### src/design/ppt_pkg.sv
package ppt_pkg;

  localparam int LOG_DEPTH_DEF = 64;

  localparam int SAMPLE_W    = 16;
  localparam int POS_W       = 6;
  localparam int SLOT_W      = 6;
  localparam int IN_TDATA_W  = 56;
  localparam int IN_TUSER_W  = 1;
  localparam int OUT_TDATA_W = 56;

  // request kinds carried on in_tuser
  localparam logic REQ_STORE = 1'b0;
  localparam logic REQ_READ  = 1'b1;

endpackage

### src/design/ppt_ram.sv
module ppt_ram #(
  parameter int WIDTH = 48,
  parameter int DEPTH = 64
) (
  input  logic                     clk,
  input  logic                     we,
  input  logic                     re,
  input  logic [$clog2(DEPTH)-1:0] addr,
  input  logic [WIDTH-1:0]         wdata,
  output logic [WIDTH-1:0]         rdata
);

  logic [WIDTH-1:0] mem [DEPTH];
  logic [WIDTH-1:0] rdata_r;

  always_ff @(posedge clk) begin
    if (we) begin
      mem[addr] <= wdata;
    end
    if (re) begin
      rdata_r <= mem[addr];
    end
  end

  assign rdata = rdata_r;

endmodule

### src/design/ppt_ctrl.sv
module ppt_ctrl #(
  parameter int LOG_DEPTH = ppt_pkg::LOG_DEPTH_DEF
) (
  input  logic                         clk,
  input  logic                         rst_n,
  input  logic                         upd,
  input  logic                         req_read,
  input  logic                         trigger_hit,
  input  logic [ppt_pkg::POS_W-1:0]    read_position,
  output logic [$clog2(LOG_DEPTH)-1:0] slot,
  output logic                         rec_post
);
  import ppt_pkg::*;

  localparam int AW      = $clog2(LOG_DEPTH);
  localparam int QW      = AW - 2;
  localparam int XW      = (AW > POS_W) ? AW : POS_W;
  localparam int QUARTER = LOG_DEPTH / 4;
  localparam int HALF    = LOG_DEPTH / 2;

  logic [AW-1:0] post_rem_r, post_rem_nxt;
  logic [AW-1:0] win_base_r, win_base_nxt;
  logic [AW-1:0] post_base_r, post_base_nxt;
  logic [AW-1:0] step_r, step_nxt;
  logic [AW-1:0] snap_base_r, snap_base_nxt;
  logic [QW-1:0] snap_idx_r, snap_idx_nxt;

  logic [AW-1:0] prem_t, pbase_t, step_t;
  logic [AW-1:0] st_slot, rd_slot, step_inc;
  logic [QW-1:0] win_step_inc, pre_idx;
  logic [XW-1:0] pos_x;

  // read address: pre-trigger window oldest first, then post-trigger area
  always_comb begin
    pos_x   = XW'(read_position);
    pre_idx = snap_idx_r + QW'(pos_x);
    if (pos_x < XW'(QUARTER)) begin
      rd_slot = snap_base_r + AW'(pre_idx);
    end else begin
      rd_slot = post_base_r + AW'(pos_x - XW'(QUARTER));
    end
  end

  always_comb begin
    prem_t        = post_rem_r;
    pbase_t       = post_base_r;
    step_t        = step_r;
    snap_base_nxt = snap_base_r;
    snap_idx_nxt  = snap_idx_r;
    win_base_nxt  = win_base_r;
    // a trigger restarts the post count and snapshots the window position
    if (trigger_hit) begin
      prem_t        = AW'(HALF);
      pbase_t       = win_base_r + AW'(QUARTER);
      snap_base_nxt = win_base_r;
      snap_idx_nxt  = step_r[QW-1:0];
      step_t        = '0;
    end
    post_base_nxt = pbase_t;
    step_inc      = step_t + AW'(1);
    win_step_inc  = step_t[QW-1:0] + QW'(1);
    if (prem_t != '0) begin
      st_slot      = pbase_t + step_t;
      post_rem_nxt = prem_t - AW'(1);
      step_nxt     = step_inc;
      if (post_rem_nxt == '0) begin
        win_base_nxt = st_slot + AW'(1);
        step_nxt     = '0;
      end
    end else begin
      st_slot      = win_base_r + step_t;
      post_rem_nxt = prem_t;
      step_nxt     = AW'(win_step_inc);
    end
  end

  always_ff @(posedge clk) begin
    if (!rst_n) begin
      post_rem_r  <= '0;
      win_base_r  <= '0;
      post_base_r <= AW'(QUARTER);
      step_r      <= '0;
      snap_base_r <= '0;
      snap_idx_r  <= '0;
    end else if (upd) begin
      post_rem_r  <= post_rem_nxt;
      win_base_r  <= win_base_nxt;
      post_base_r <= post_base_nxt;
      step_r      <= step_nxt;
      snap_base_r <= snap_base_nxt;
      snap_idx_r  <= snap_idx_nxt;
    end
  end

  assign slot     = req_read ? rd_slot : st_slot;
  assign rec_post = req_read ? (post_rem_r != '0) : (post_rem_nxt != '0);

endmodule

### src/design/pre_post_trigger_capture_buffer_top.sv
// channel | direction | tdata (low bit up)                                  | tuser
// in_     | slave     | trigger_hit, sample_x, sample_y, sample_z,          | req_type
//         |           | read_position, pad to 56                            |
// out_    | master    | out_x, out_y, out_z, slot_used, recording_post,     | -
//         |           | pad to 56                                           |
// One beat accepted per cycle unless a stall or the clearing pass holds in_tready low.
// The single store port makes one access per beat: a write for a sample, a read for a
// capture request, with the read data registered as the result stage.
// After reset a clearing pass zeroes every store entry with in_tready low.
// A stalled result holds in the result stage while one more beat waits in the input stage.
module pre_post_trigger_capture_buffer_top #(
  parameter int LOG_DEPTH = ppt_pkg::LOG_DEPTH_DEF
) (
  input  logic                            clk,
  input  logic                            rst_n,
  input  logic                            in_tvalid,
  output logic                            in_tready,
  // trigger_hit, sample_x, sample_y, sample_z, read_position
  input  logic [ppt_pkg::IN_TDATA_W-1:0]  in_tdata,
  // req_type
  input  logic [ppt_pkg::IN_TUSER_W-1:0]  in_tuser,
  output logic                            out_tvalid,
  input  logic                            out_tready,
  // out_x, out_y, out_z, slot_used, recording_post
  output logic [ppt_pkg::OUT_TDATA_W-1:0] out_tdata
);
  import ppt_pkg::*;

  localparam int AW = $clog2(LOG_DEPTH);
  localparam int DW = 3 * SAMPLE_W;

  logic                       s1_v_r;
  logic                       s1_req_r;
  logic                       s1_trig_r;
  logic signed [SAMPLE_W-1:0] s1_x_r, s1_y_r, s1_z_r;
  logic [POS_W-1:0]           s1_pos_r;

  logic                       s2_v_r;
  logic                       s2_store_r;
  logic signed [SAMPLE_W-1:0] s2_x_r, s2_y_r, s2_z_r;
  logic [SLOT_W-1:0]          s2_slot_r;
  logic                       s2_rec_r;

  logic          clr_busy_r;
  logic [AW-1:0] clr_addr_r;

  logic          in_fire, fire1, s1_store, s1_read;
  logic [AW-1:0] slot;
  logic          rec_post;
  logic          ram_we, ram_re;
  logic [AW-1:0] ram_addr;
  logic [DW-1:0] ram_wdata, ram_rdata;
  logic signed [SAMPLE_W-1:0] res_x, res_y, res_z;

  assign fire1     = s1_v_r && (!s2_v_r || out_tready);
  assign in_tready = !clr_busy_r && (!s1_v_r || fire1);
  assign in_fire   = in_tvalid && in_tready;
  assign s1_store  = (s1_req_r == REQ_STORE);
  assign s1_read   = (s1_req_r == REQ_READ);

  always_ff @(posedge clk) begin
    if (!rst_n) begin
      s1_v_r     <= 1'b0;
      s2_v_r     <= 1'b0;
      clr_busy_r <= 1'b1;
      clr_addr_r <= '0;
    end else begin
      if (in_fire) begin
        s1_v_r <= 1'b1;
      end else if (fire1) begin
        s1_v_r <= 1'b0;
      end
      if (fire1) begin
        s2_v_r <= 1'b1;
      end else if (out_tready) begin
        s2_v_r <= 1'b0;
      end
      if (clr_busy_r) begin
        clr_addr_r <= clr_addr_r + AW'(1);
        if (clr_addr_r == AW'(LOG_DEPTH - 1)) begin
          clr_busy_r <= 1'b0;
        end
      end
    end
  end

  always_ff @(posedge clk) begin
    if (in_fire) begin
      s1_req_r  <= in_tuser[0];
      s1_trig_r <= in_tdata[0];
      s1_x_r    <= in_tdata[SAMPLE_W:1];
      s1_y_r    <= in_tdata[2*SAMPLE_W:SAMPLE_W+1];
      s1_z_r    <= in_tdata[3*SAMPLE_W:2*SAMPLE_W+1];
      s1_pos_r  <= in_tdata[3*SAMPLE_W+POS_W:3*SAMPLE_W+1];
    end
    if (fire1) begin
      s2_store_r <= s1_store;
      s2_x_r     <= s1_x_r;
      s2_y_r     <= s1_y_r;
      s2_z_r     <= s1_z_r;
      s2_slot_r  <= SLOT_W'(slot);
      s2_rec_r   <= rec_post;
    end
  end

  ppt_ctrl #(
    .LOG_DEPTH (LOG_DEPTH)
  ) u_ctrl (
    .clk           (clk),
    .rst_n         (rst_n),
    .upd           (fire1 && s1_store),
    .req_read      (s1_read),
    .trigger_hit   (s1_trig_r),
    .read_position (s1_pos_r),
    .slot          (slot),
    .rec_post      (rec_post)
  );

  // clearing pass owns the port until it ends
  assign ram_we    = clr_busy_r || (fire1 && s1_store);
  assign ram_re    = fire1 && s1_read;
  assign ram_addr  = clr_busy_r ? clr_addr_r : slot;
  assign ram_wdata = clr_busy_r ? '0 : {s1_z_r, s1_y_r, s1_x_r};

  ppt_ram #(
    .WIDTH (DW),
    .DEPTH (LOG_DEPTH)
  ) u_ram (
    .clk   (clk),
    .we    (ram_we),
    .re    (ram_re),
    .addr  (ram_addr),
    .wdata (ram_wdata),
    .rdata (ram_rdata)
  );

  // a store echoes its own sample, a read takes the registered store data
  assign res_x = s2_store_r ? s2_x_r : ram_rdata[SAMPLE_W-1:0];
  assign res_y = s2_store_r ? s2_y_r : ram_rdata[2*SAMPLE_W-1:SAMPLE_W];
  assign res_z = s2_store_r ? s2_z_r : ram_rdata[3*SAMPLE_W-1:2*SAMPLE_W];

  assign out_tvalid = s2_v_r;
  assign out_tdata  = {1'b0, s2_rec_r, s2_slot_r, res_z, res_y, res_x};

endmodule

### config.mk
export PLATFORM = sky130hd
export DESIGN_NAME = pre_post_trigger_capture_buffer_top
export DESIGN_NICKNAME = d
export VERILOG_FILES = /design/src/design/ppt_pkg.sv /design/src/design/ppt_ram.sv /design/src/design/ppt_ctrl.sv /design/src/design/pre_post_trigger_capture_buffer_top.sv
export SDC_FILE = /design/constraint.sdc
export NUM_CORES = 2
export LEC_CHECK = 0
export BUFFER_PORTS_ARGS = -buffer_cell sky130_fd_sc_hd__buf_2
export CELL_PAD_IN_SITES_DETAIL_PLACEMENT = 1
export CELL_PAD_IN_SITES_GLOBAL_PLACEMENT = 1
export CORE_MARGIN = 5
export CORE_UTILIZATION = 50
export CTS_CLUSTER_DIAMETER = 200
export DETAILED_ROUTE_END_ITERATION = 10
export PLACE_DENSITY_LB_ADDON = 0.12
export REMOVE_ABC_BUFFERS = 1
export SLEW_MARGIN = 5
export SYNTH_ARGS = -nofsm -noshare
export SYNTH_HDL_FRONTEND = slang
export SYNTH_SLANG_ARGS = --single-unit
### constraint.sdc
create_clock -name clk -period 19.02 [get_ports clk]
set_input_delay 1.902 -clock clk [delete_from_list [all_inputs] [get_ports clk]]
set_output_delay 1.902 -clock clk [all_outputs]
set_load 0.005 [all_outputs]
==> flow_summary.toml <==
[route]
ant_nets = 0
post-route-drc-count = 0
post_drt_wl_per_cell_um = 32.5
vias_per_cell = 6.32
num_vias = 77500
drt_iter0_drc = 9609
drt_pass1_iterations = 8
routed_wirelength_um = 399000

[die]
die-width_um = 515
core.rowCount = 185
start_util = 0.502
pin_count = 119
core_um2 = 254000
die_area_um2 = 266000
fp.dieH_um = 515

[power_and_ir_drop]
combinationalPowerShare = 0.051
power.internal_w = 0.0116
pwr-share-seq = 0.527
power_switching_w = 0.00329
clkPwrFrac = 0.422
leakage_nw = 49.4
swShare = 0.220
p_per_area_nw_per_um2 = 104
ir_drop_v = 0.000103
total_power_w = 0.0149

[cts]
cts-hold-fix-buffers = 0
clkLatencyLatePin_ns = 0.98
path_clk_slew_ns = 0.06
post_cts_resized = 0
cts_buffers = 348
clock-root-buffer = "clkbuf_16"
h-tree-depth = 5
clockBufferDepth = 4
cts.sinks = 3275
cts_tree = "yes"
cts_setup_buffers = 0

[timing]
finalHoldViolations = 0
worst_clock_skew_ns = 0.0787
fin_setup_tns_ns = 0
drv_slew = 0
setup_violations = 0
fmax_mhz = 114
fin_crit_sh = 0.460
post-route-min-period_ns = 8.75
slew_headroom = 0.0918
rsz0062_at_grt = "false"
holdWs_ns = 0.460
worst_slew_pin_slew_ns = 1.36

[worst_setup_path]
rr_endpoint = "u_ram.rdata[22]$_DFFE_PP_"
setup.worst_path.start_class = "flip-flop"
cp_cell_sequence = "nand2b_1 -> ha_1 -> nor3b_1 -> nand2_1 -> or3_1 -> o311ai_2 -> buf_12 -> buf_4 -> buf_4 -> buf_4 -> buf_4 -> mux2i_1 -> o22ai_1 -> o311ai_0 -> o2111a_1 -> o2111ai_1"
critical_path.most_common_cell = "buf_4"
crit_buf_inv = 5
crit_type = "flip-flop to flip-flop"
cpPeakStageDelay_ns = 1.02
cpLargestDelayFamily = "buffers and inverters"
r2r_start = "s1_trig_r$_DFFE_PP_"
reg2reg_slack_ns = 10.27
cp.required_ns = 19.66
cp-end-kind = "flip-flop"
reg2reg_depth = 16
arrival_ns = 9.39
cp_slowest_cell = "edfxtp_1"
path_max_fanout = 112

[logic_synthesis]
yosys.cell_count.top_type = "edfxtp_1"
syn_avg_cell_area_um2 = 15.0
synth_edf_count = 3232
yosysWarningCount = 0
yosys.area.top_type = "edfxtp_1"
seq_area_frac_synth = 0.767
synth.distinct_cells = 67
ys_top_cells_by_count = "edfxtp_1, nand2_1, a21oi_1"
synth_cells = 8492
yosysTopAreaCellShare = 0.760
ys_async_sr_fraction = 0
syn_area_um2 = 128000
synth_area_leaders = "edfxtp_1, mux2i_1, nand2_1"
synth_seq_cells = 3275
synthFlopType = "edfxtp_1"

[global_route]
grt-ovfl-total = 0
grt_max_degree = 158
antenna_found_initial = 9
grtUsageTotal = 0.295
grt_pass1_wl_um = 566000
grt_pass1_vias = 78900

[worst_hold_path]
min_path_cells = 0
min_path_type = "flip-flop to flip-flop"
holdPathEnd = "s2_y_r[13]$_DFFE_PP_"
min_from = "s1_y_r[13]$_DFFE_PP_"

[placed_design]
dpl-instance-area_um2 = 133000
io_buffers = 116
dp_hpwl_um = 205000
routabilityCongestion = 0.778

[final_layout]
finish.utilization = 0.564
area_growth_pct = 12.3
finalInstanceArea_um2 = 143000
drive_gt1_frac = 0.107
layout.nets = 8741

[status]
status = "completed"

[flow_run]
cap_violations = 0
state kept, by name, indices dropped and copies added (netlist names), 4 cells and up:
name and count:
u_ctrl.post_rem_r 6, u_ctrl.snap_base_r 6, clr_addr_r 6, s1_y_r 16
s2_slot_r 6, u_ctrl.step_r 6, u_ram.mem 3072, s1_pos_r 6
u_ram.rdata 48, s2_z_r 16, s1_x_r 16, s2_y_r 16
s2_x_r 16, u_ctrl.snap_idx_r 4, s1_z_r 16, u_ctrl.win_base_r 6
u_ctrl.post_base_r 6
stage by stage:
stage | setup WS, ns | cells
floorplan | -173.15 | 7965
global placement | 10.54 | 11600
detailed placement | 10.47 | 11600
CTS | 10.46 | 12200
global route | 9.97 | 12300
finish | 10.27 | 12300
worst max-delay path by stage:
stage	startpoint	end	slack, ns	cells after the start
floorplan	clr_busy_r$_SDFF_PN1_	u_ram.mem[33][0]$_DFFE_PP_	-173.15	5
global placement	s1_trig_r$_DFFE_PP_	u_ram.rdata[22]$_DFFE_PP_	10.54	16
detailed placement	s1_trig_r$_DFFE_PP_	u_ram.rdata[22]$_DFFE_PP_	10.47	16
CTS	s1_trig_r$_DFFE_PP_	u_ram.rdata[22]$_DFFE_PP_	10.46	16
global route	s1_trig_r$_DFFE_PP_	u_ram.rdata[22]$_DFFE_PP_	9.97	16
finish	s1_trig_r$_DFFE_PP_	u_ram.rdata[22]$_DFFE_PP_	10.27	16
kinds of logic (layout without fill, tap and decap cells):
family	count (synthesis)	count (layout)	share of synthesized area
multiplexers	733	733	0.0580
buffers and inverters	551	954	0.0194
AO/OA/AOI/OAI	1642	1642	0.0781
AND/OR/NAND/NOR	2225	2225	0.0720
adder cells (fa/ha/maj)	36	36	0.00382
other	1	5	0.0000294
XOR/XNOR	29	29	0.00199
flip-flops	3275	3275	0.767
per-layer routing:
layer | wire length (µm) | track usage | vias up
li1 | - | - | 32500
met1 | 164000 | 0.416 | 40900
met2 | 190000 | 0.477 | 3487
met3 | 31700 | 0.0429 | 677
met4 | 13200 | 0.0921 | 4
met5 | 21 | 0 | -
layout make-up:
class                   count  area, µm²
diodes                      4       10.0
clock buffers             438       9170
clock inverters           163       1090
fillers                 23600     111000
inverters                  24       92.6
multi-input cells        4666      28200
flip-flops and latches   3275      97900
well taps                3366       4210
repair buffers            329       2620
power groups by stage:
| stage | Sequential [W] | Clock (W) | Combinational [W] |
|---|---|---|---|
| 3_5_place_dp | 0.00802 | 0 | 0.000753 |
| 2_1_floorplan | 0.00802 | 0 | 0.00374 |
| 3_3_place_gp | 0.00802 | 0 | 0.000738 |
| 4_1_cts | 0.00787 | 0.00637 | 0.000760 |
| 6_report | 0.00787 | 0.00629 | 0.000762 |
| 5_1_grt | 0.00787 | 0.00669 | 0.000805 |
layout by cell type, fill, tap and decap left out, types with 32 or more instances in the layout:
cell,n
clkinv_2,54
o2111a_1,48
o2111ai_1,48
nor2_4,66
edfxtp_1,3232
o21ai_0,56
nand2_1,1795
buf_4,180
clkinv_1,83
nor4_1,193
a21oi_1,884
nor2b_4,48
dfxtp_1,42
nor2_1,32
clkbuf_16,354
clkbuf_1,84
o22a_1,48
mux2i_1,681
mux2_2,52
o22ai_1,337
buf_2,116
o21bai_1,97
Power figures use the tool's default switching activity.
